## src/rtl/ttf_pkg.sv

```systemverilog
// Shared types and constants for the triangle tangent frame block.
`timescale 1ns / 1ps
package ttf_pkg;

  // Output fraction bits (Q1.14).
  localparam int unsigned OutFracBits = 14;

  // Exact width of coordinate differences.
  localparam int unsigned DltW = 33;
  // Accumulator width for det, tangent and bitangent sums.
  localparam int unsigned AccW = 68;
  // Width of a product of two differences.
  localparam int unsigned ProdW = 2 * DltW;
  // Normalized magnitude width and dividend width.
  localparam int unsigned NrmW = 30;
  localparam int unsigned NumW = 46;

  typedef logic signed [DltW-1:0] dlt_t;

  typedef struct packed {
    logic signed [31:0] pos_x;
    logic signed [31:0] pos_y;
    logic signed [31:0] pos_z;
    logic signed [31:0] tex_u;
    logic signed [31:0] tex_v;
  } vtx_t;

  typedef struct packed {
    logic signed [15:0] tangent_x;
    logic signed [15:0] tangent_y;
    logic signed [15:0] tangent_z;
    logic signed [15:0] bitangent_x;
    logic signed [15:0] bitangent_y;
    logic signed [15:0] bitangent_z;
    logic               degenerate;
  } res_t;

  // One closed triangle, reduced to edges and UV deltas.
  typedef struct packed {
    dlt_t       d1u;
    dlt_t       d1v;
    dlt_t       d2u;
    dlt_t       d2v;
    dlt_t [2:0] e1;
    dlt_t [2:0] e2;
  } job_t;

  // Queue status seen by the back end.
  typedef struct packed {
    logic empty;
    logic full;
  } qstat_t;

endpackage

```

## src/rtl/ttf_front.sv

```systemverilog
// Front end: holds the first two vertices and forms edges and UV deltas.
`timescale 1ns / 1ps
module ttf_front (
  input  logic            clk_i,
  input  logic            rst_ni,
  input  logic            push_i,
  input  ttf_pkg::vtx_t   vtx_i,
  output logic            full_o,
  input  ttf_pkg::qstat_t qstat_i,
  output logic            job_wr_o,
  output ttf_pkg::job_t   job_o
);
  import ttf_pkg::*;

  logic [1:0] phase_q, phase_d;
  vtx_t       v0_q, v1_q;
  logic       closing, accept;

  // phase three cannot arise; it closes like phase two
  assign closing = phase_q[1];
  assign full_o  = closing && qstat_i.full;
  assign accept  = push_i && !full_o;
  assign job_wr_o = accept && closing;

  function automatic dlt_t dif(logic signed [31:0] a, logic signed [31:0] b);
    dif = $signed({a[31], a}) - $signed({b[31], b});
  endfunction

  always_comb begin
    job_o.d1u   = dif(v1_q.tex_u, v0_q.tex_u);
    job_o.d1v   = dif(v1_q.tex_v, v0_q.tex_v);
    job_o.d2u   = dif(vtx_i.tex_u, v0_q.tex_u);
    job_o.d2v   = dif(vtx_i.tex_v, v0_q.tex_v);
    job_o.e1[0] = dif(v1_q.pos_x, v0_q.pos_x);
    job_o.e1[1] = dif(v1_q.pos_y, v0_q.pos_y);
    job_o.e1[2] = dif(v1_q.pos_z, v0_q.pos_z);
    job_o.e2[0] = dif(vtx_i.pos_x, v0_q.pos_x);
    job_o.e2[1] = dif(vtx_i.pos_y, v0_q.pos_y);
    job_o.e2[2] = dif(vtx_i.pos_z, v0_q.pos_z);
  end

  always_comb begin
    phase_d = phase_q;
    if (accept) begin
      phase_d = closing ? 2'd0 : phase_q + 2'd1;
    end
  end

  always_ff @(posedge clk_i or negedge rst_ni) begin
    if (!rst_ni) begin
      phase_q <= 2'd0;
      v0_q    <= '0;
      v1_q    <= '0;
    end else begin
      phase_q <= phase_d;
      if (accept && phase_q == 2'd0) begin
        v0_q <= vtx_i;
      end
      if (accept && phase_q == 2'd1) begin
        v1_q <= vtx_i;
      end
    end
  end

endmodule

```

## config.mk

```make
export PLATFORM = sky130hd
export DESIGN_NAME = ttf_front
export DESIGN_NICKNAME = d
export VERILOG_FILES = /design/src/rtl/ttf_pkg.sv /design/src/rtl/ttf_front.sv
export SDC_FILE = /design/constraint.sdc
export NUM_CORES = 1
export LEC_CHECK = 0
export BUFFER_PORTS_ARGS = -buffer_cell sky130_fd_sc_hd__buf_2
export CAP_MARGIN = 10
export CORE_ASPECT_RATIO = 0.6
export CORE_MARGIN = 4
export CORE_UTILIZATION = 50
export DETAILED_ROUTE_END_ITERATION = 10
export MAX_ROUTING_LAYER = met4
export PLACE_DENSITY = 0.83
export SYNTH_ARGS = -nofsm -noshare
export SYNTH_HDL_FRONTEND = slang
export SYNTH_SLANG_ARGS = --single-unit
export TNS_END_PERCENT = 1
```

## constraint.sdc

```tcl
create_clock -name clk_i -period 4.45 [get_ports clk_i]
set_clock_uncertainty 0.15 [all_clocks]
set_input_delay 0.445 -clock clk_i [delete_from_list [all_inputs] [get_ports clk_i]]
set_output_delay 0.445 -clock clk_i [all_outputs]
set_load 0.05 [all_outputs]
```

### Yosys cells after proc, flatten, opt, wreduce, memory -nomap -nowiden

Cells that the tools add are included.

| operators by class | value |
|---|---|
| equal/unequal tests | 1 |
| mux-type cells | 1 |
| add/subtract/negate cells | 11 |
| reductions and logical operators | 7 |

Operator list:

| cell | count |
|---|---|
| 32-bit by 32-bit subtractor with 33-bit output | 10 |
| 1-bit logical AND | 5 |
| 2-bit by 1-bit adder with 2-bit output, second input constant | 1 |
| 2-bit by 1-bit == test with 1-bit output, second input constant | 1 |
| 2-bit zero test | 1 |
| 2-bit 2-to-1 mux | 1 |
| 1-bit zero test | 1 |

| storage, ports and cells | value |
|---|---|
| logic and storage cells | 31 |
| bits in registers | 322 |
| output and inout bits | 332 |

### Logic depth before layout (Yosys ltp)

Gate-level depths: netlist of run 1.

| logic depth | value |
|---|---|
| depth in word-level cells | 4 |
| gate-level depth with buffers | 13 |
| mapped depth without buffers | 13 |

### Least setup slack after synthesis of run 1

Ideal clock, no wire load.

| timing path | value |
|---|---|
| path kind | reg2out |
| start point | reg v0_q[73] (netlist name) |
| end point | out job_o[197] (netlist name) |
| required time | 3855 ps |
| path slack | 172 ps |
| arrival time | 3683 ps |
| cell stages (with the launch flop) | 13 |
| cells stage by stage | dfrtp_1 inv_1 ha_1 a21o_1 a21o_1 a21oi_1 a2bb2oi_1 o21ai_0 a21oi_1 o211ai_1 nor2_1 o21ai_0 o41ai_1 |

RTL lines:

| element | RTL line | text |
|---|---|---|
| start: declaration | ttf_front.sv:16 | `vtx_t v0_q, v1_q;` |
| start signal: assignment | ttf_front.sv:57 | `v0_q <= vtx_i;` |
| end: declaration | ttf_front.sv:11 | `output ttf_pkg::job_t job_o` |

==> impl_metrics.yaml, run 1 <==
outcome:
  outcome: "finished with violations"
  failed_checks: "setup timing"
hold_path:
  hold_path_class: "in -> reg"
  min-delay-start: "vtx_i[115]"
synth:
  synthCells: 3158
  synth_most_common_cell: "dfrtp_1"
  synthTopCellsByArea: "dfrtp_1 29%, ha_1 15%, mux2_2 6.4%"
  synth_edf_count: 0
  ys.flop_type: "dfrtp_1"
  synthesis.nets: 3653
  ys_warn_count: 0
  synthDistinctLibCells: 75
  ys_ff_latch: 322
  syn-mean-instance-area_sq_um: 8.67
  synth-seq-area-share_pct: 29.4
  synth_top_area_share_pct: 29.4
  synth_area_sq_um: 27400
  async_flop_share_pct: 100
  yosysTopAreaCell: "dfrtp_1"
  synth_common_cells: "322 x dfrtp_1, 320 x ha_1, 308 x o21ai_0, 294 x nand2_1, 274 x inv_1"
timing:
  fin_ws_ns: -0.0415
  fin_crit_sh_pct: 101
  max_slew.worst_pin.slew_ns: 0.779
  fin_crit_ns: 4.49
  finalHoldViolCount: 0
  finalSetupViolCount: 1
  rsz0062_at_grt: "true"
  fmax_mhz: 223
  drv_slew: 0
  maxSlewHeadroom_pct: 46.7
clock_network:
  cts_tree: "built"
  clk_pin_slew_ns: 0.06
  cts-root-buf: "clkbuf_16"
  h-tree-depth: 2
  cts_buffers: 36
  insertion_delay_ns: 0.52
  cts.sink_count: 322
  cts_buffer_depth: 3
place:
  port_buffers: 495
  gp_congestion: 0.975
  dp_hpwl_um: 65500
drt:
  drtAntennaViolNets: 0
  drc: 0
  drt_wl_total_um: 86000
  drt-pass1-iter-count: 5
  first_iter_violations: 2359
  vias_per_cell: 5.84
  vias: 26300
  post_drt_wl_per_cell_um: 19.1
setup_path:
  rrSetupSlack_ns: 2.04
  cp.required_ns: 3.86
  crit_buf_inv: 2
  worstPathArrival_ns: 3.90
  cp_slowest_cell: "a311o_1"
  startpoint: "v1_q[0]"
  path_cells: "inv_1 -> ha_2 -> fa_2 -> nor2b_1 -> o21a_1 -> a311o_1 -> a221o_1 -> o21a_4 -> a31oi_4 -> o311ai_2 -> a21o_1 -> a21oi_1 -> xnor2_1 -> buf_4"
  path_class: "reg -> out"
  cpPeakStageDelay_ns: 0.39
  start_kind: "register"
  rr_startpoint: "phase_q[1]"
  cp_top_family: "compound AO/OA/AOI/OAI gates"
  crit_path_max_fanout: 4
  cp-end-kind: "primary output"
global_route:
  grt_pass1_vias: 24800
  grt_util_all_layers_pct: 28.8
  grt_overflow: 0
  grt_max_degree: 164
  antenna_found_initial: 11
  grt_pass1_wl_um: 134000
die:
  core_sq_um: 54200
  die-height_um: 189
  io_pins: 497
  dieWidth_um: 310
  die_area_sq_um: 58700
  start_util_pct: 50.6
  rows: 66
finish:
  fin_nets: 4240
  syn_to_final_growth_pct: 22.6
  drive_gt1_share_pct: 22.5
  post-route-util_pct: 62.0
run:
  cap_violations: 0
[worst paths after layout]
check,end,depth (start not counted)
worst min-delay path,v0_q[115],3
max in group asynchronous,v1_q[14],3
worst max-delay path,job_o[294],14
worst max register to register,v0_q[65],5
worst min register to register,v1_q[0],2
min in group asynchronous,v1_q[121],2
[kinds of logic (layout without fill, tap and decap cells)]
group / count (synthesis) / in the layout / share of synthesized area, %
compound gates: 1025 / 1025 / 23.5
xor+xnor: 266 / 266 / 8.51
fa+ha+maj: 330 / 330 / 15.4
buf+inv: 345 / 957 / 4.73
flops: 322 / 322 / 29.4
mux: 157 / 157 / 6.45
other cells: 0 / 13 / 0
simple gates: 713 / 713 / 12.0
[per-layer routing]
| metal | up-vias | GRT usage [%] | routed length (um) |
|---|---|---|---|
| li1 | 12500 | - | - |
| met1 | 12500 | 41.4 | 39800 |
| met2 | 1088 | 42.0 | 36800 |
| met3 | 176 | 4.62 | 6680 |
| met4 | 0 | 8.24 | 2600 |
| met5 | - | - | 0 |
[repair_timing]
| action | in CTS | in global routing |
|---|---|---|
| gates resized for setup | 48 | 126 |
| pin swaps | 8 | 24 |
| setup buffers | 4 | 2 |
| hold buffers | 94 | 0 |
| hold endpoints to repair | 174 | 0 |
| setup endpoints to repair | 40 | 81 |
[worst min-delay path, cell delays in order]
cell and delay [ns]:
buf_2 0.11, nand2_1 0.04, o21ai_0 0.07
[through the flow]
stage                     hold slack (ns)  setup slack, ns  std cells  instance area [sq um]  setup TNS [ns]
after floorplan                 -0.000591            0.172       3158                  27400               0
after global placement              0.314            0.190       4321                  30800               0
after detailed placement            0.325            0.117       4321                  30800               0
after CTS                        0.000325          -0.0724       4482                  33100          -0.384
after global routing               0.0117           -0.152       4495                  33600           -1.44
final                              0.0351          -0.0415       4497                  33600         -0.0415
[cell type report]
cell class / count / area [sq um]
inverters: 274 / 1030
flip-flops and latches: 322 / 8060
fillers: 4532 / 20600
clock inverters: 14 / 183
multi-input cells: 2491 / 18500
well taps: 714 / 893
diodes: 13 / 32.5
clock buffers: 49 / 1020
repair buffers: 620 / 3860
[registers in the layout, indices dropped and copies added, names as in the netlist]
name / flops
v1_q: 160
v0_q: 160
phase_q: 2
[cells in the final DEF, fill, tap and decap left out, drive strengths merged, types with 13 or more instances in the layout]
cell type,synthesis,layout
mux2,156,156
buf,5,513
ha,320,320
nor2,151,151
dlygate4sd3,0,94
o211ai,17,17
nor3,24,24
a211oi,14,14
inv,274,275
xor2,80,80
nand2,294,294
nor2b,40,40
o21ai,314,314
a21o,141,141
o21bai,33,33
o31a,16,16
dfrtp,322,322
xnor2,186,186
clkbuf,66,62
a21oi,267,267
and3,28,28
nand4,29,29
nand3,58,58
a31oi,28,28
o31ai,15,15
nand2b,33,33
diode,0,13
o21a,69,69
Power of run 1 is left out: the tool's default activity adds up to more than one toggle a clock period on the data nets, which glitch-free logic cannot reach.
==> run 2, diff against run 1 <==
- CORE_UTILIZATION: 50 -> 38
- CTS_CLUSTER_SIZE: default -> 10
- PLACE_DENSITY: 0.83 -> 0.7
- clock period: 4.45 -> 3.8 ns (I/O delays scaled with it)
==> run 2 against run 1 <==
Net effect:
- the run still ends with setup timing left
- wire length up 9.0%
- first-iteration DRC count is 7.4% lower
- largest cell class unchanged
- non-clock buffer count is 240 higher
- hold slack improved by 0.059 ns
- final cell count rose by 11%
- critical path depth stayed put
- utilization fell by 9.3 points
- setup slack worse by 0.47 ns
- register-to-register slack got worse by 0.68 ns
- critical path type unchanged
- global-route usage is 4.9 points lower
==> impl_metrics.yaml, run 2 (synthesis gave the netlist of run 1 again) <==
setup_path:
  path_cells: "ha_4 -> fa_2 -> nor2b_4 -> o31a_1 -> o41a_1 -> a311o_1 -> buf_4 -> nand4_1 -> a21oi_2 -> o41ai_2 -> o21bai_1 -> a21oi_1 -> xnor2_1 -> buf_4"
  cp.required_ns: 3.27
  cp_top_family: "compound AO/OA/AOI/OAI gates"
  cpPeakStageDelay_ns: 0.39
  reg2reg_depth: 4
  path_class: "reg -> out"
  crit_path_max_fanout: 3
  worstPathArrival_ns: 3.78
  cp_slowest_cell: "dfrtp_1"
  start_kind: "register"
  crit_buf_inv: 2
  cp.depth: 14
  cp_common_cell: "buf_4"
  cp-end-kind: "primary output"
timing:
  fin_crit_ns: 4.31
  finalSetupViolCount: 94
  fmax_mhz: 232
  fin_hold_ws_ns: 0.0939
  fin_tns_setup_ns: -16.32
  drv_slew: 0
  rsz0062_at_grt: "true"
  fin_crit_sh_pct: 113
  fin_ws_ns: -0.508
  maxSlewHeadroom_pct: 44.6
  finalHoldViolCount: 0
  max_slew.worst_pin.slew_ns: 0.831
drt:
  wl_met3_um: 8020
  met1_length_um: 44800
  first_iter_violations: 2185
  drt-pass1-iter-count: 5
  top_layer: "met4"
  wl_met2_um: 39200
  vias: 26900
  post_drt_wl_per_cell_um: 18.8
  drt_wl_total_um: 93600
  drtAntennaViolNets: 0
  vias_per_cell: 5.39
  drc: 0
global_route:
  grt_max_degree: 156
  grt_util_all_layers_pct: 23.9
  grt_overflow: 0
  grt_pass1_vias: 25800
  grt_pass1_wl_um: 144000
  antenna_found_initial: 16
finish:
  fillerInstances: 6340
  top_regs: "v0_q (160), v1_q (160), phase_q (2)"
  fin_nets: 4484
  drive_gt1_share_pct: 29.2
  regArea_sq_um: 8060
  multi_input_area_sq_um: 19400
  layout_commonest_cell: "buf_2"
  post-route-util_pct: 52.7
  syn_to_final_growth_pct: 35.9
  final_cell_mix: "340 x buf_2, 321 x dfrtp_1, 306 x buf_4"
clock_network:
  insertion_delay_ns: 0.55
  h-tree-depth: 2
  cts_tree: "built"
  cts_buffer_depth: 3
  cts.sink_count: 322
  cts-root-buf: "clkbuf_16"
  clk_pin_slew_ns: 0.06
  cts_buffers: 40
die:
  die_area_sq_um: 76600
  dieWidth_um: 355
  start_util_pct: 38.8
  die-height_um: 216
  rows: 75
  core_sq_um: 70700
  io_pins: 497
run:
  cap_violations: 0
place:
  port_buffers: 495
  dp_hpwl_um: 70700
  gp_congestion: 0.991
hold_path:
  hold_path_class: "in -> reg"
  hold-path-cell-count: 4
outcome:
  failed_checks: "setup timing"
  outcome: "finished with violations"
==> run 2: changes by cell type in the layout (fill, tap and decap cells not counted), moves of 13 or more <==
cell,delta
a21oi_1,-37
buf_6,+31
dlygate4sd3_1,+71
o21ai_0,-23
ha_1,-22
ha_4,+14
buf_4,+254
a21oi_2,+37
o21ai_2,+13
buf_2,-110
==> run 2: layout make-up <==
class	instances	share of cell area (%)
Clock inverter	5	0.269
Clock buffer	49	2.89
Timing Repair Buffer	860	16.9
Antenna cell	18	0.121
Inverter	274	2.76
Sequential cell	322	21.7
Multi-Input combinational cell	2491	52.2
Tap cell	962	3.24
==> run 2: metrics by stage <==
step	area [sq um]	setup slack, ns	instances
2_1_floorplan	27400	-0.394	3158
3_3_place_gp	32400	-0.352	4734
3_5_place_dp	32400	-0.351	4734
4_1_cts	36500	-0.433	4962
5_1_grt	37200	-0.663	4978
6_report	37200	-0.508	4981
==> run 2: tightest hold or removal path, delay by kind of cell <==
kind,cells,cell delay [ns]
buffers and inverters,3,0.27
AOI/OAI and AO/OA,1,0.07
==> run 2: layer usage <==
layer | vias to the layer above | global-route usage (%)
met5 | - | -
met4 | 0 | 5.15
met3 | 114 | 5.81
met2 | 999 | 33.8
met1 | 12800 | 34.5
li1 | 13000 | -
==> run 2: path summary, 6_finish.rpt <==
check	end	slack (ns)	start
max in group asynchronous	v1_q[12]	2.25	rst_ni
min in group asynchronous	v1_q[118]	0.30	rst_ni
max reg2reg	v0_q[128]	1.36	phase_q[1]
min	v1_q[96]	0.09	vtx_i[96]
min reg2reg	v1_q[64]	0.33	v1_q[64]
max	job_o[30]	-0.51	v0_q[128]
==> run 2: repair_timing <==
action                                 in CTS  in global routing
buffers inserted                            9                  1
endpoints found under the hold margin     404                  0
hold buffers                              165                  0
pin swaps                                  82                 45
gates resized for setup                   350                185
setup endpoints to repair                 171                170
Power of run 2 is left out for the same reason.
