### src/rtl/ttf_pkg.sv
// Shared types and constants for the triangle tangent frame block.
`timescale 1ns / 1ps
package ttf_pkg;

  // Output fraction bits (Q1.14).
  localparam int unsigned OutFracBits = 14;

  // Exact width of coordinate differences.
  localparam int unsigned DltW = 33;
  // Accumulator width for det, tangent and bitangent sums.
  localparam int unsigned AccW = 68;
  // Width of a product of two differences.
  localparam int unsigned ProdW = 2 * DltW;
  // Normalized magnitude width and dividend width.
  localparam int unsigned NrmW = 30;
  localparam int unsigned NumW = 46;

  typedef logic signed [DltW-1:0] dlt_t;

  typedef struct packed {
    logic signed [31:0] pos_x;
    logic signed [31:0] pos_y;
    logic signed [31:0] pos_z;
    logic signed [31:0] tex_u;
    logic signed [31:0] tex_v;
  } vtx_t;

  typedef struct packed {
    logic signed [15:0] tangent_x;
    logic signed [15:0] tangent_y;
    logic signed [15:0] tangent_z;
    logic signed [15:0] bitangent_x;
    logic signed [15:0] bitangent_y;
    logic signed [15:0] bitangent_z;
    logic               degenerate;
  } res_t;

  // One closed triangle, reduced to edges and UV deltas.
  typedef struct packed {
    dlt_t       d1u;
    dlt_t       d1v;
    dlt_t       d2u;
    dlt_t       d2v;
    dlt_t [2:0] e1;
    dlt_t [2:0] e2;
  } job_t;

  // Queue status seen by the back end.
  typedef struct packed {
    logic empty;
    logic full;
  } qstat_t;

endpackage

### src/rtl/ttf_fifo.sv
// Two-entry job queue between the front end and the back end.
`timescale 1ns / 1ps
module ttf_fifo (
  input  logic          clk_i,
  input  logic          rst_ni,
  input  logic          wr_i,
  input  ttf_pkg::job_t wdata_i,
  input  logic          rd_i,
  output ttf_pkg::job_t rdata_o,
  output ttf_pkg::qstat_t stat_o
);
  import ttf_pkg::*;

  job_t       mem_q [2];
  logic       wptr_q, wptr_d;
  logic       rptr_q, rptr_d;
  logic [1:0] cnt_q, cnt_d;
  logic       do_wr, do_rd;

  assign do_wr = wr_i && (cnt_q != 2'd2);
  assign do_rd = rd_i && (cnt_q != 2'd0);

  always_comb begin
    wptr_d = wptr_q ^ do_wr;
    rptr_d = rptr_q ^ do_rd;
    cnt_d  = cnt_q + {1'b0, do_wr} - {1'b0, do_rd};
  end

  always_ff @(posedge clk_i or negedge rst_ni) begin
    if (!rst_ni) begin
      wptr_q <= 1'b0;
      rptr_q <= 1'b0;
      cnt_q  <= 2'd0;
    end else begin
      wptr_q <= wptr_d;
      rptr_q <= rptr_d;
      cnt_q  <= cnt_d;
    end
  end

  always_ff @(posedge clk_i) begin
    if (do_wr) begin
      mem_q[wptr_q] <= wdata_i;
    end
  end

  assign rdata_o      = mem_q[rptr_q];
  assign stat_o.empty = (cnt_q == 2'd0);
  assign stat_o.full  = (cnt_q == 2'd2);

endmodule

### config.mk
export PLATFORM = sky130hd
export DESIGN_NAME = ttf_fifo
export DESIGN_NICKNAME = d
export VERILOG_FILES = /design/src/rtl/ttf_pkg.sv /design/src/rtl/ttf_fifo.sv
export SDC_FILE = /design/constraint.sdc
export NUM_CORES = 1
export LEC_CHECK = 0
export BUFFER_PORTS_ARGS = -buffer_cell sky130_fd_sc_hd__buf_4
export CAP_MARGIN = 20
export CORE_AREA = 2 2 255 257
export CTS_CLUSTER_DIAMETER = 40
export CTS_CLUSTER_SIZE = 20
export DETAILED_ROUTE_END_ITERATION = 10
export DIE_AREA = 0 0 257 259
export GPL_ROUTABILITY_DRIVEN = 0
export PLACE_DENSITY = 0.69
export SYNTH_ARGS = -nofsm -noshare
export SYNTH_HDL_FRONTEND = slang
export SYNTH_SLANG_ARGS = --single-unit
### constraint.sdc
create_clock -name clk_i -period 27.2 [get_ports clk_i]
set_input_delay 1.36 -clock clk_i [delete_from_list [all_inputs] [get_ports clk_i]]
set_output_delay 1.36 -clock clk_i [all_outputs]
set_load 0.02 [all_outputs]
Yosys cells after proc, flatten, opt, wreduce, memory -nomap -nowiden
Memory sizes are Yosys's and may differ from the RTL's.
Cells that the tools add are included.

storage, ports and cells
  bits in registers = 4
  RAM bits = 660
  input bits = 334
  output and inout port bits = 332
  word-level logic and storage cells = 16
  memories = 1

memory list
  name   words  bits a word  rd ports  clocked after Yosys merged registers in  wr ports  RTL line        RTL
  mem_q  2      330          1         0                                        1         ttf_fifo.sv:14  job_t mem_q [2];

cells by class
  add/sub/neg operators = 2
  equal/unequal tests = 2
  mux-type cells = 2
  bitwise logic cells = 2
  reductions and logical operators = 4

operators with widths
  kind                                        count
  adder 2 x 1 -> 2 bit                        1
  equality test 2 bit, second input constant  1
  logical AND 1 bit                           2
  logical NOT 2 bit                           1
  2-to-1 mux 1 bit                            2
  != test 2 bit, second input constant        1
  nonzero test 2 bit                          1
  subtractor 2 x 1 -> 2 bit                   1
  bitwise XOR 1 bit                           2

Depth between registers and ports, before layout
Gate-level depths: netlist (run 1).

  depth after elaboration = 4
  gate-level depth with buffers = 7
  mapped depth without buffers = 7

Worst setup path after synthesis (run 1)
OpenSTA, ideal clock, no wires.

  kind = input to register
  start point = input wr_i
  end point = memory mem_q[1][0] in the netlist's numbering, enable pin
  setup time = 0.736 ns
  data arrival time = 9.055 ns
  data required time = 26.464 ns
  setup slack = 17.408 ns
  cell stages on the path = 2
  buffers on the path = 0
  cells stage by stage = and2_1 > ha_1

between the ends
  cells in the longest elaborated chain, start to end = 3

RTL lines
  element                                 RTL line        RTL
  start: declaration                      ttf_fifo.sv:6   input logic wr_i,
  logical AND 1 bit                       ttf_fifo.sv:20  assign do_wr = wr_i && (cnt_q != 2'd2);
  2-to-1 mux 1 bit                        ttf_fifo.sv:42  if (do_wr) begin
  2-to-1 mux 1 bit (implied by the code)  ttf_fifo.sv:43  mem_q[wptr_q] <= wdata_i;
  end: declaration                        ttf_fifo.sv:14

No other way between the ends.

==> out/qor.csv, run 1 <==
stage,metric,value,unit
sta,max_slew_margin,25.3,%
floorplanning,num_rows,93,
sta,setup_viol,0,
clock_network,numCtsBuffers,92,
final_layout,multi_input_area,4930,sq um
placed_design,place_hpwl,39000,um
global_route,grt_usage,16.4,%
power,p_per_area,121,nW/um^2
run_status,status,"finished, final reports clean",
final_layout,drive_gt1_share,62.9,%
sta,worst_slew_pin_slew,1.12,ns
global_route,grt_pass1_vias,13500,
worst_setup_path,crit_type,flip-flop to output port,
synthesis,syn-num-nets,1385,
floorplanning,die_x,257,um
synthesis,synth-seq-area-share,78.5,%
sta,skew,0.0242,ns
final_layout,fill_cells,4949,
synthesis,ys.warnings.count,0,
worst_setup_path,path_cells,buf_12 > buf_4 > mux2_2 > buf_4,
worst_setup_path,path_delay_family,buffers and inverters,
clock_network,cts_root_buf,clkbuf_16,
worst_setup_path,crit_start,rptr_q$_DFF_PN0_,
floorplanning,core,63900,sq um
sta,timing.fmax,185,MHz
worst_setup_path,crit_path_start_kind,flip-flop,
clock_network,clock_path_buffers,3,
global_route,globalRouteOverflowTotal,0,
sta,fin_crit,5.40,ns
floorplanning,die-area,66600,sq um
drt,ant_nets,0,
drt,drc,0,
synthesis,yosys_register_bits,664,
power,ir_worst_vdd,0.0000796,V
drt,routed_wl,57000,um
clock_network,h-tree-depth,3,
synthesis,synth_cell_type_count,17,
placed_design,portBuffers,665,
final_layout,final_cells,2718,
clock_network,ctsHoldBuffers,0,
floorplanning,die_y,259,um
drt,num_vias,12500,
sta,tns,0,ns
sta,slew_violations,0,
drt,drtIter0Drc,675,
worst_setup_path,cp-end-kind,output port,
worst_setup_path,cpMostUsedCell,buf_4,
worst_setup_path,crit_buf_inv,3,
sta,layout_setup_ws,21.80,ns
clock_network,ctsResizeCount,0,
global_route,grt_max_degree,130,
power,power_leakage,13.6,nW
floorplanning,io_pins,666,
worst_setup_path,max_stage_delay,0.98,ns
clock_network,tritoncts,built,
floorplanning,start_util,39.7,%
drt,wl_per_cell,21.0,um
placed_design,dp_cells,2542,
job,drv_cap,0,
clock_network,cts_setup_buffers,0,
final_layout,seqCellArea,19900,sq um
clock_network,clock_sink_count,664,
worst_setup_path,arrival,4.04,ns
sta,finalCritPeriodShare,19.9,%
worst_setup_path,worstPathRequired,25.84,ns
clock_network,clk_pin_slew_worst_paths,0.06,ns
drt,firstDrtPassIters,4,
global_route,antenna_found_initial,11,
synthesis,synth.avg_cell_area,24.2,sq um
synthesis,synthesis.area,25400,sq um
placed_design,dp_slack,22.35,ns
drt,viasPerCell,4.60,
sta,final_hold_viol_count,0,
final_layout,final_net_count,2120,
worst_setup_path,worstReg2RegStart,cnt_q[0]$_DFF_PN0_,
final_layout,synthToLayoutAreaGrowth,35.4,%
clock_network,clk_latency,0.63,ns
worst_setup_path,critPathSlowestCell,buf_4,
synthesis,netlist_instances,1047,
sta,rsz0062_at_grt,false,
global_route,grt_pass1_wl,82200,um
worst_hold_path,min_path_type,primary input to asynchronous set/reset pin,
worst_setup_path,crit_fanout,129,
## routing by layer
layer | global-route usage [%] | routed length (um)
met2 | 29.4 | 30200
met4 | 6.56 | 1690
met3 | 7.74 | 5700
met5 | 0 | 65
met1 | 16.4 | 19300
## layout make-up
type,count,share of cell area (%)
diodes,6,0.0437
clock buffers,100,6.95
clock inverters,69,2.54
inverters,4,0.0437
multi-input cells,342,14.4
flip-flops and latches,664,58.0
well taps,855,3.12
repair buffers,678,14.9
## report_power, final
| group | internal (W) | switching [W] |
|---|---|---|
| clock | 0.000764 | 0.000469 |
| sequential | 0.00140 | 0.0000678 |
| combinational | 0.000678 | 0.000759 |
## through the flow
stage | cell area [sq um] | hold slack, ns | power, W | utilization (%)
floorplan | 25400 | 0.488 | 0.00253 | -
global placement | 31000 | 0.508 | 0.00292 | 48.6
detailed placement | 31000 | 0.540 | 0.00294 | 48.6
CTS | 34300 | 0.457 | 0.00419 | 53.7
global route | 34300 | 0.472 | 0.00431 | 53.7
finish | 34300 | 0.520 | 0.00414 | 53.7
## state kept, by name, summed over array words and instances (netlist names)
| name | flops |
|---|---|
| mem_q | 660 |
| cnt_q | 2 |
| wptr_q | 1 |
| rptr_q | 1 |
## synth_stat cells
master / count / area [sq um]
edfxtp_1: 660 / 19800
mux2_4: 290 / 4350
mux2_2: 40 / 450
buf_8: 30 / 450
buf_2: 4 / 20.0
dfrtp_1: 4 / 100
ha_1: 4 / 50.1
inv_1: 4 / 15.0
buf_12: 2 / 40.0
xnor2_1: 2 / 17.5
and2_1: 1 / 6.26
buf_6: 1 / 11.3
nand2_1: 1 / 3.75
nand2b_1: 1 / 6.26
nor2_1: 1 / 3.75
o21a_1: 1 / 7.51
xor2_1: 1 / 8.76
## path summary, 6_finish.rpt
check	depth (start not counted)	slack [ns]	endpoint
min in group clk_i	1	0.56	cnt_q[1]$_DFF_PN0_
max in group asynchronous	1	26.56	rptr_q$_DFF_PN0_
setup reg to reg	5	23.25	mem_q[1][96]$_DFFE_PP_
hold / removal	1	0.52	cnt_q[1]$_DFF_PN0_
hold reg to reg	1	0.56	cnt_q[1]$_DFF_PN0_
setup / recovery	4	21.80	rdata_o[327]
## kinds of logic (layout without fill, tap and decap cells)
group | count (synthesis) | in the layout | share of synthesized area (%)
adders and majority gates | 4 | 4 | 0.197
DFF | 664 | 664 | 78.5
xor gates and xnor gates | 3 | 3 | 0.104
other | 0 | 6 | 0
and+or+nand+nor | 4 | 4 | 0.0789
muxes | 330 | 330 | 18.9
AOI/OAI and AO/OA | 1 | 1 | 0.0296
buffers and inverters | 41 | 851 | 2.12
## worst reg2reg max path: cells and delay by family (launching register included)
kind | cells | cell delay (ns)
and+or+nand+nor | 2 | 0.42
buffers and inverters | 2 | 1.80
DFF | 1 | 0.39
adders and majority gates | 1 | 0.84
## placed cells by master (no fill, tap or decap), types with 3 or more instances in the layout
| master | n |
|---|---|
| buf_4 | 676 |
| bufinv_16 | 12 |
| clkinv_16 | 3 |
| inv_1 | 4 |
| diode_2 | 6 |
| clkinvlp_4 | 14 |
| clkinv_4 | 4 |
| clkinv_2 | 10 |
| inv_8 | 5 |
| edfxtp_1 | 660 |
| mux2_2 | 40 |
| clkinv_1 | 7 |
| dfrtp_1 | 3 |
| clkbuf_1 | 5 |
| inv_6 | 11 |
| clkbuf_16 | 94 |
| mux2_4 | 290 |
Note: power is estimated with default switching activity, not from simulation.
==> run 2: changes to the inputs <==
Settings changed: CORE_AREA 2 2 255 257 to 2 2 262 264, DIE_AREA 0 0 257 259 to 0 0 264 266.
Clock period 27.2 ns to 4.6 ns, I/O delays scaled along.
==> out/qor.csv, run 2 (synthesized netlist as in run 1, its figures left out) <==
stage,metric,value,unit,change
clock_network,clk_pin_slew_worst_paths,0.06,ns,about the same
worst_setup_path,path_delay_family,flip-flops,,was buffers and inverters
clock_network,clock_sink_count,664,,unchanged
drt,drc,0,,unchanged
clock_network,numCtsBuffers,95,,was 92
global_route,antenna_found_initial,10,,was 11
drt,num_vias,14000,,was 12.5k
global_route,grt_usage,17.1,%,was 16.4%
final_layout,final_common_cell,buf_4,,unchanged
drt,ant_nets,0,,unchanged
power,power_leakage,15.0,nW,was 13.6 nW
worst_setup_path,path_cells,buf_4 > mux2_4 > buf_4,,was buf_12 > buf_4 > mux2_2 > buf_4
worst_setup_path,cp-end-kind,output port,,unchanged
clock_network,cts_root_buf,clkbuf_16,,unchanged
clock_network,tritoncts,built,,unchanged
power,p_per_area,653,nW/um^2,was 121 nW/um^2
clock_network,clk_latency,0.64,ns,was 0.63 ns
sta,timing.fmax,335,MHz,
worst_setup_path,crit_fanout,49,,was 129
drt,wl_per_cell,20.1,um,was 21.0 um
global_route,grt_pass1_wl,90900,um,was 82200 um
drt,firstDrtPassIters,4,,unchanged
floorplanning,die_y,266,um,was 259 um
floorplanning,start_util,37.4,%,was 39.7%
worst_setup_path,critPathSlowestCell,dfrtp_4,,was buf_4
sta,finalCritPeriodShare,64.8,%,
worst_setup_path,max_stage_delay,1.07,ns,was 0.98 ns
clock_network,h-tree-depth,3,,unchanged
floorplanning,num_rows,96,,was 93
final_layout,most-common-layout-cells,"buf_4 (671), edfxtp_1 (660), dlygate4sd3_1 (333)",,"was buf_4 (676), edfxtp_1 (660), mux2_4 (290)"
final_layout,fill_cells,5053,,was 4949
clock_network,clock_path_buffers,3,,unchanged
global_route,grt_max_degree,113,,was 130
worst_setup_path,worstPathRequired,4.37,ns,was 25.84 ns
floorplanning,die_x,264,um,was 257 um
floorplanning,die-area,70200,sq um,was 66600 sq um
final_layout,final_net_count,2460,,was 2120
final_layout,reg_top3,"mem_q (660), cnt_q (2)",,unchanged
worst_setup_path,crit_buf_inv,2,,was 3
final_layout,drive_gt1_share,52.8,%,was 62.9%
power,totalPowerFinal,0.0247,W,was 0.00414 W
global_route,globalRouteOverflowTotal,0,,unchanged
sta,skew,0.0216,ns,was 0.0242 ns
final_layout,largest_register_ffs,660,,unchanged
sta,rsz0062_at_grt,false,,unchanged
clock_network,ctsResizeCount,0,,unchanged
worst_setup_path,cpMostUsedCell,buf_4,,unchanged
worst_setup_path,arrival,2.75,ns,was 4.04 ns
drt,viasPerCell,4.55,,was 4.60
placed_design,portBuffers,665,,unchanged
floorplanning,core,67700,sq um,was 63900 sq um
run_status,status,"finished, final reports clean",,unchanged
sta,fin_crit,2.98,ns,
clock_network,ctsHoldBuffers,333,,was 0
placed_design,place_hpwl,39300,um,was 39000 um
job,drv_cap,0,,unchanged
sta,slew_violations,0,,unchanged
final_layout,regMostFlops,mem_q,,unchanged
worst_hold_path,min_path_type,primary input to flip-flop,,was primary input to asynchronous set/reset pin
sta,final_hold_viol_count,0,,unchanged
final_layout,synthToLayoutAreaGrowth,48.9,%,was 35.4%
drt,drtIter0Drc,800,,was 675
sta,setup_viol,0,,unchanged
placed_design,post_dp_cell_area,31200,sq um,was 31000 sq um
worst_setup_path,crit_type,flip-flop to output port,,unchanged
clock_network,cts_setup_buffers,0,,unchanged
sta,worst_slew_pin_slew,0.981,ns,was 1.12 ns
global_route,grt_pass1_vias,15400,,was 13.5k
power,ir_worst_vdd,0.000468,V,was 0.0000796 V
final_layout,design_area,37800,sq um,was 34300 sq um
sta,max_slew_margin,34.6,%,was 25.3%
floorplanning,io_pins,666,,unchanged
drt,routed_wl,62200,um,was 57000 um
worst_setup_path,crit_path_start_kind,flip-flop,,unchanged
-- run 2: changes by cell type in the layout (fill, tap and decap cells not counted), moves of 2 or more --
cell	before	now
clkbuf_1	5	13
clkinvlp_4	14	7
clkinv_1	7	17
dlygate4sd3_1	0	333
buf_4	676	671
clkinv_8	2	4
clkinv_2	10	14
inv_6	11	7
bufinv_16	12	8
buf_12	1	11
inv_8	5	3
-- run 2: final cells by class --
cell class	instances	area [sq um]	area share [%]
diodes	5	12.5	0.0331
clock buffers	108	2430	6.42
clock inverters	70	761	2.01
inverters	4	15.0	0.0398
multi-input cells	342	4930	13.1
flip-flops and latches	664	19900	52.8
well taps	882	1100	2.92
repair buffers	1015	8590	22.7
-- run 2: worst paths after layout --
kind,start,end,slack (ns),depth (start not counted)
min in group asynchronous,rst_ni,cnt_q[0]$_DFF_PN0_,0.54,3
min,wr_i,wptr_q$_DFF_PN0_,0.1,4
min reg2reg,cnt_q[1]$_DFF_PN0_,cnt_q[1]$_DFF_PN0_,0.52,1
max reg2reg,cnt_q[0]$_DFF_PN0_,mem_q[1][127]$_DFFE_PP_,2.28,4
max in group asynchronous,rst_ni,rptr_q$_DFF_PN0_,3.86,3
max,rptr_q$_DFF_PN0_,rdata_o[162],1.62,3
-- run 2: worst reg2reg max path, stage by stage (launching register included) --
cell	delay, ns
dfrtp_1	0.39
nand2b_1	0.15
and2_1	0.23
ha_4	0.53
buf_12	0.55
-- run 2: per-stage QoR --
step | hold WS, ns | util, % | std cells | setup TNS [ns] | worst slack (ns)
floorplan | -0.0656 | - | 1047 | -466.51 | -0.707
global placement | 0.0278 | 46.1 | 2574 | 0 | 2.26
detailed placement | 0.0306 | 46.1 | 2574 | 0 | 2.20
CTS | 0.0446 | 55.7 | 3085 | 0 | 1.51
global route | 0.0928 | 55.7 | 3088 | 0 | 1.47
finish | 0.0988 | 55.7 | 3090 | 0 | 1.62
-- run 2: per-layer routing --
layer | share of wire, % | wire length (um) | global-route usage [%]
met5 | 0.11 | 68 | 0
met4 | 4.6 | 2850 | 9.00
met3 | 7.8 | 4870 | 5.71
met2 | 52 | 32500 | 30.6
met1 | 35 | 21900 | 17.7
-- run 2: where the power goes --
| group | total (W) | internal [W] | switching, W | leakage (nW) |
|---|---|---|---|---|
| clock network | 0.00709 | 0.00432 | 0.00277 | 1.53 |
| logic | 0.00886 | 0.00423 | 0.00462 | 7.32 |
| registers | 0.00873 | 0.00828 | 0.000447 | 6.17 |
==> run 3: changes to the inputs <==
Settings changed: ABC_AREA set to 1, PLACE_DENSITY 0.69 to 0.65.
Clock period 4.6 ns to 2.85 ns, I/O delays scaled along.
==> out/qor.csv, run 3 <==
stage,metric,value,unit,change
clock_network,clock_path_buffers,3,,unchanged
worst_setup_path,ff2ff_path_depth,6,,was 4
final_layout,regMostFlops,mem_q,,unchanged
sta,rsz0062_at_grt,false,,unchanged
clock_network,tritoncts,built,,unchanged
synthesis,syn-num-nets,2093,,was 1385
worst_setup_path,rrSetupSlack,0.98,ns,was 2.28 ns
global_route,grt_pass1_vias,18100,,was 15.4k
power,totalPowerFinal,0.0408,W,was 0.0247 W
floorplanning,die-area,70200,sq um,unchanged
clock_network,clock_sink_count,664,,unchanged
final_layout,most-common-layout-cells,"nand2_1 (999), buf_4 (679), edfxtp_1 (660)",,"was buf_4 (671), edfxtp_1 (660), dlygate4sd3_1 (333)"
final_layout,post-route-util,54.8,%,was 55.7%
global_route,grt_max_degree,140,,was 113
worst_setup_path,max_stage_delay,0.54,ns,was 1.07 ns
synthesis,synth_edf_count,660,,unchanged
floorplanning,core,67700,sq um,unchanged
worst_setup_path,worstPathRequired,2.71,ns,was 4.37 ns
worst_hold_path,holdPathStages,2,,was 4
drt,firstDrtPassIters,5,,was 4
sta,slew_violations,0,,unchanged
synthesis,yosys_register_bits,664,,unchanged
sta,final_hold_viol_count,0,,unchanged
synthesis,synth.top_cell.area_share,81.5,%,was 78.1%
final_layout,synthToLayoutAreaGrowth,52.7,%,was 48.9%
drt,num_vias,17200,,was 14.0k
job,drv_cap,0,,unchanged
global_route,globalRouteOverflowTotal,0,,unchanged
floorplanning,start_util,35.9,%,was 37.4%
global_route,grt_pass1_wl,100000,um,was 90900 um
worst_setup_path,crit_start,rptr_q$_DFF_PN0_,,unchanged
synthesis,yosys.area.top_type,edfxtp_1,,unchanged
worst_hold_path,min_path_type,primary input to flip-flop,,unchanged
sta,skew,0.0186,ns,was 0.0216 ns
synthesis,synth_cell_type_count,13,,was 17
synthesis,synthesis.area,24300,sq um,was 25400 sq um
clock_network,numCtsBuffers,94,,was 95
floorplanning,die_x,264,um,unchanged
global_route,antenna_found_initial,7,,was 10
worst_hold_path,holdPathEnd,mem_q[1][91]$_DFFE_PP_,,was wptr_q$_DFF_PN0_
drt,wl_per_cell,17.8,um,was 20.1 um
drt,ant_nets,0,,unchanged
final_layout,reg_top3,"mem_q (660), cnt_q (2)",,unchanged
power,ir_worst_vdd,0.000746,V,was 0.000468 V
worst_setup_path,crit_type,flip-flop to output port,,unchanged
floorplanning,num_rows,96,,unchanged
worst_setup_path,worstReg2RegStart,cnt_q[1]$_DFF_PN0_,,was cnt_q[0]$_DFF_PN0_
synthesis,synth_most_common_cell,nand2_1,,was edfxtp_1
sta,max_slew_margin,48.1,%,was 34.6%
synthesis,synth.avg_cell_area,13.9,sq um,was 24.2 sq um
synthesis,netlist_top_cells_area,"edfxtp_1 (81%), nand2_1 (15%), buf_6 (1.1%)",,"was edfxtp_1 (78%), mux2_4 (17%), buf_8 (1.8%)"
worst_setup_path,cp-end-kind,output port,,unchanged
worst_setup_path,cpMostUsedCell,nand2_1,,was buf_4
worst_setup_path,crit_fanout,63,,was 49
final_layout,largest_register_ffs,660,,unchanged
drt,drc,0,,unchanged
placed_design,dp_cells,3261,,was 2574
drt,routed_wl,67200,um,was 62200 um
worst_setup_path,crit_path_start_kind,flip-flop,,unchanged
final_layout,final_cells,3778,,was 3090
sta,setup_viol,0,,unchanged
drt,viasPerCell,4.56,,was 4.55
clock_network,ctsResizeCount,0,,unchanged
placed_design,post_dp_cell_area,30400,sq um,was 31200 sq um
clock_network,cts_setup_buffers,0,,unchanged
synthesis,netlist_instances,1755,,was 1047
worst_setup_path,r2r_end,mem_q[1][313]$_DFFE_PP_,,was mem_q[1][127]$_DFFE_PP_
synthesis,synth-seq-area-share,81.9,%,was 78.5%
power,power_leakage,15.7,nW,was 15.0 nW
worst_hold_path,min-delay-start,wdata_i[91],,was wr_i
sta,worst_slew_pin_slew,0.778,ns,was 0.981 ns
worst_setup_path,critPathSlowestCell,dfrtp_4,,unchanged
power,p_per_area,1100,nW/um^2,was 653 nW/um^2
floorplanning,io_pins,666,,unchanged
final_layout,final_common_cell,nand2_1,,was buf_4
final_layout,design_area,37100,sq um,was 37800 sq um
final_layout,final_net_count,3147,,was 2460
final_layout,drive_gt1_share,30.1,%,was 52.8%
synthesis,ys_async_sr_fraction,0.602,%,unchanged
run_status,status,"finished, final reports clean",,unchanged
clock_network,h-tree-depth,3,,unchanged
worst_setup_path,arrival,2.31,ns,was 2.75 ns
global_route,grt_usage,18.6,%,was 17.1%
clock_network,cts_root_buf,clkbuf_16,,unchanged
synthesis,synth_common_cells,"nand2_1 (999), edfxtp_1 (660), buf_2 (34)",,"was edfxtp_1 (660), mux2_4 (290), mux2_2 (40)"
clock_network,clk_latency,0.63,ns,was 0.64 ns
worst_setup_path,path_cells,inv_8 > buf_12 > nand2_1 > nand2_1 > buf_4,,was buf_4 > mux2_4 > buf_4
synthesis,ys.warnings.count,0,,unchanged
sta,timing.fmax,408,MHz,
floorplanning,die_y,266,um,unchanged
clock_network,ctsHoldBuffers,334,,was 333
placed_design,portBuffers,665,,unchanged
clock_network,clk_pin_slew_worst_paths,0.06,ns,about the same
synthesis,synth_top_flop_cell,edfxtp_1,,unchanged
sta,finalCritPeriodShare,86.0,%,
placed_design,place_hpwl,42800,um,was 39300 um
drt,drtIter0Drc,1199,,was 800
sta,fin_crit,2.45,ns,
## run 3: how the worst max path moves through the flow
stage                     cells after the start  slack (ns)                      end
after floorplan                               4       -0.57    mem_q[0][0]$_DFFE_PP_
after global placement                        6        1.01  mem_q[1][186]$_DFFE_PP_
after detailed placement                      6        0.97   mem_q[1][19]$_DFFE_PP_
after CTS                                     5        0.36             rdata_o[263]
after global routing                          5        0.27              rdata_o[55]
final                                         5        0.40             rdata_o[281]
## run 3: per-stage QoR
step,hold slack [ns],worst slack (ns),TNS (ns)
2_1_floorplan,-0.153,-0.570,-374.51
3_3_place_gp,-0.0475,1.01,0
3_5_place_dp,-0.0454,0.971,0
4_1_cts,0.173,0.358,0
5_1_grt,0.199,0.273,0
6_report,0.227,0.398,0
## run 3: where the power goes
group | leakage [nW] | internal (W) | switching (W)
combinational | 7.87 | 0.00516 | 0.00950
sequential | 6.19 | 0.0133 | 0.000536
clock | 1.61 | 0.00758 | 0.00466
total | 15.7 | 0.0261 | 0.0147
## run 3: critical path: cells and delay by family (launching register included)
kind                   cells  cell delay, ns
buffers and inverters      3            0.81
DFF                        1            0.54
and+or+nand+nor            2            0.22
## run 3: kinds of logic (layout without fill, tap and decap cells)
group                    count (synthesis)  after routing  share of synthesized area (%)
AND/OR/NAND/NOR                       1002           1002                           15.5
flip-flops                             664            664                           81.9
buffers and inverters                   84           1219                           2.39
adder cells (fa/ha/maj)                  4              4                          0.206
AO/OA/AOI/OAI                            1              1                         0.0206
other                                    0              6                              0
## run 3: metal layers
metal	global-route usage, %	routed length [um]
met5	0	21
met2	32.4	34300
met3	5.57	5460
met4	9.63	3140
met1	20.6	24300
## run 3: area by class of cell
type	instances	area (sq um)
multi-input cells	1007	3850
inverters	11	48.8
fillers	5303	30600
clock inverters	76	1010
clock buffers	101	2400
diodes	6	15.0
well taps	882	1100
repair buffers	1031	8800
flip-flops and latches	664	19900
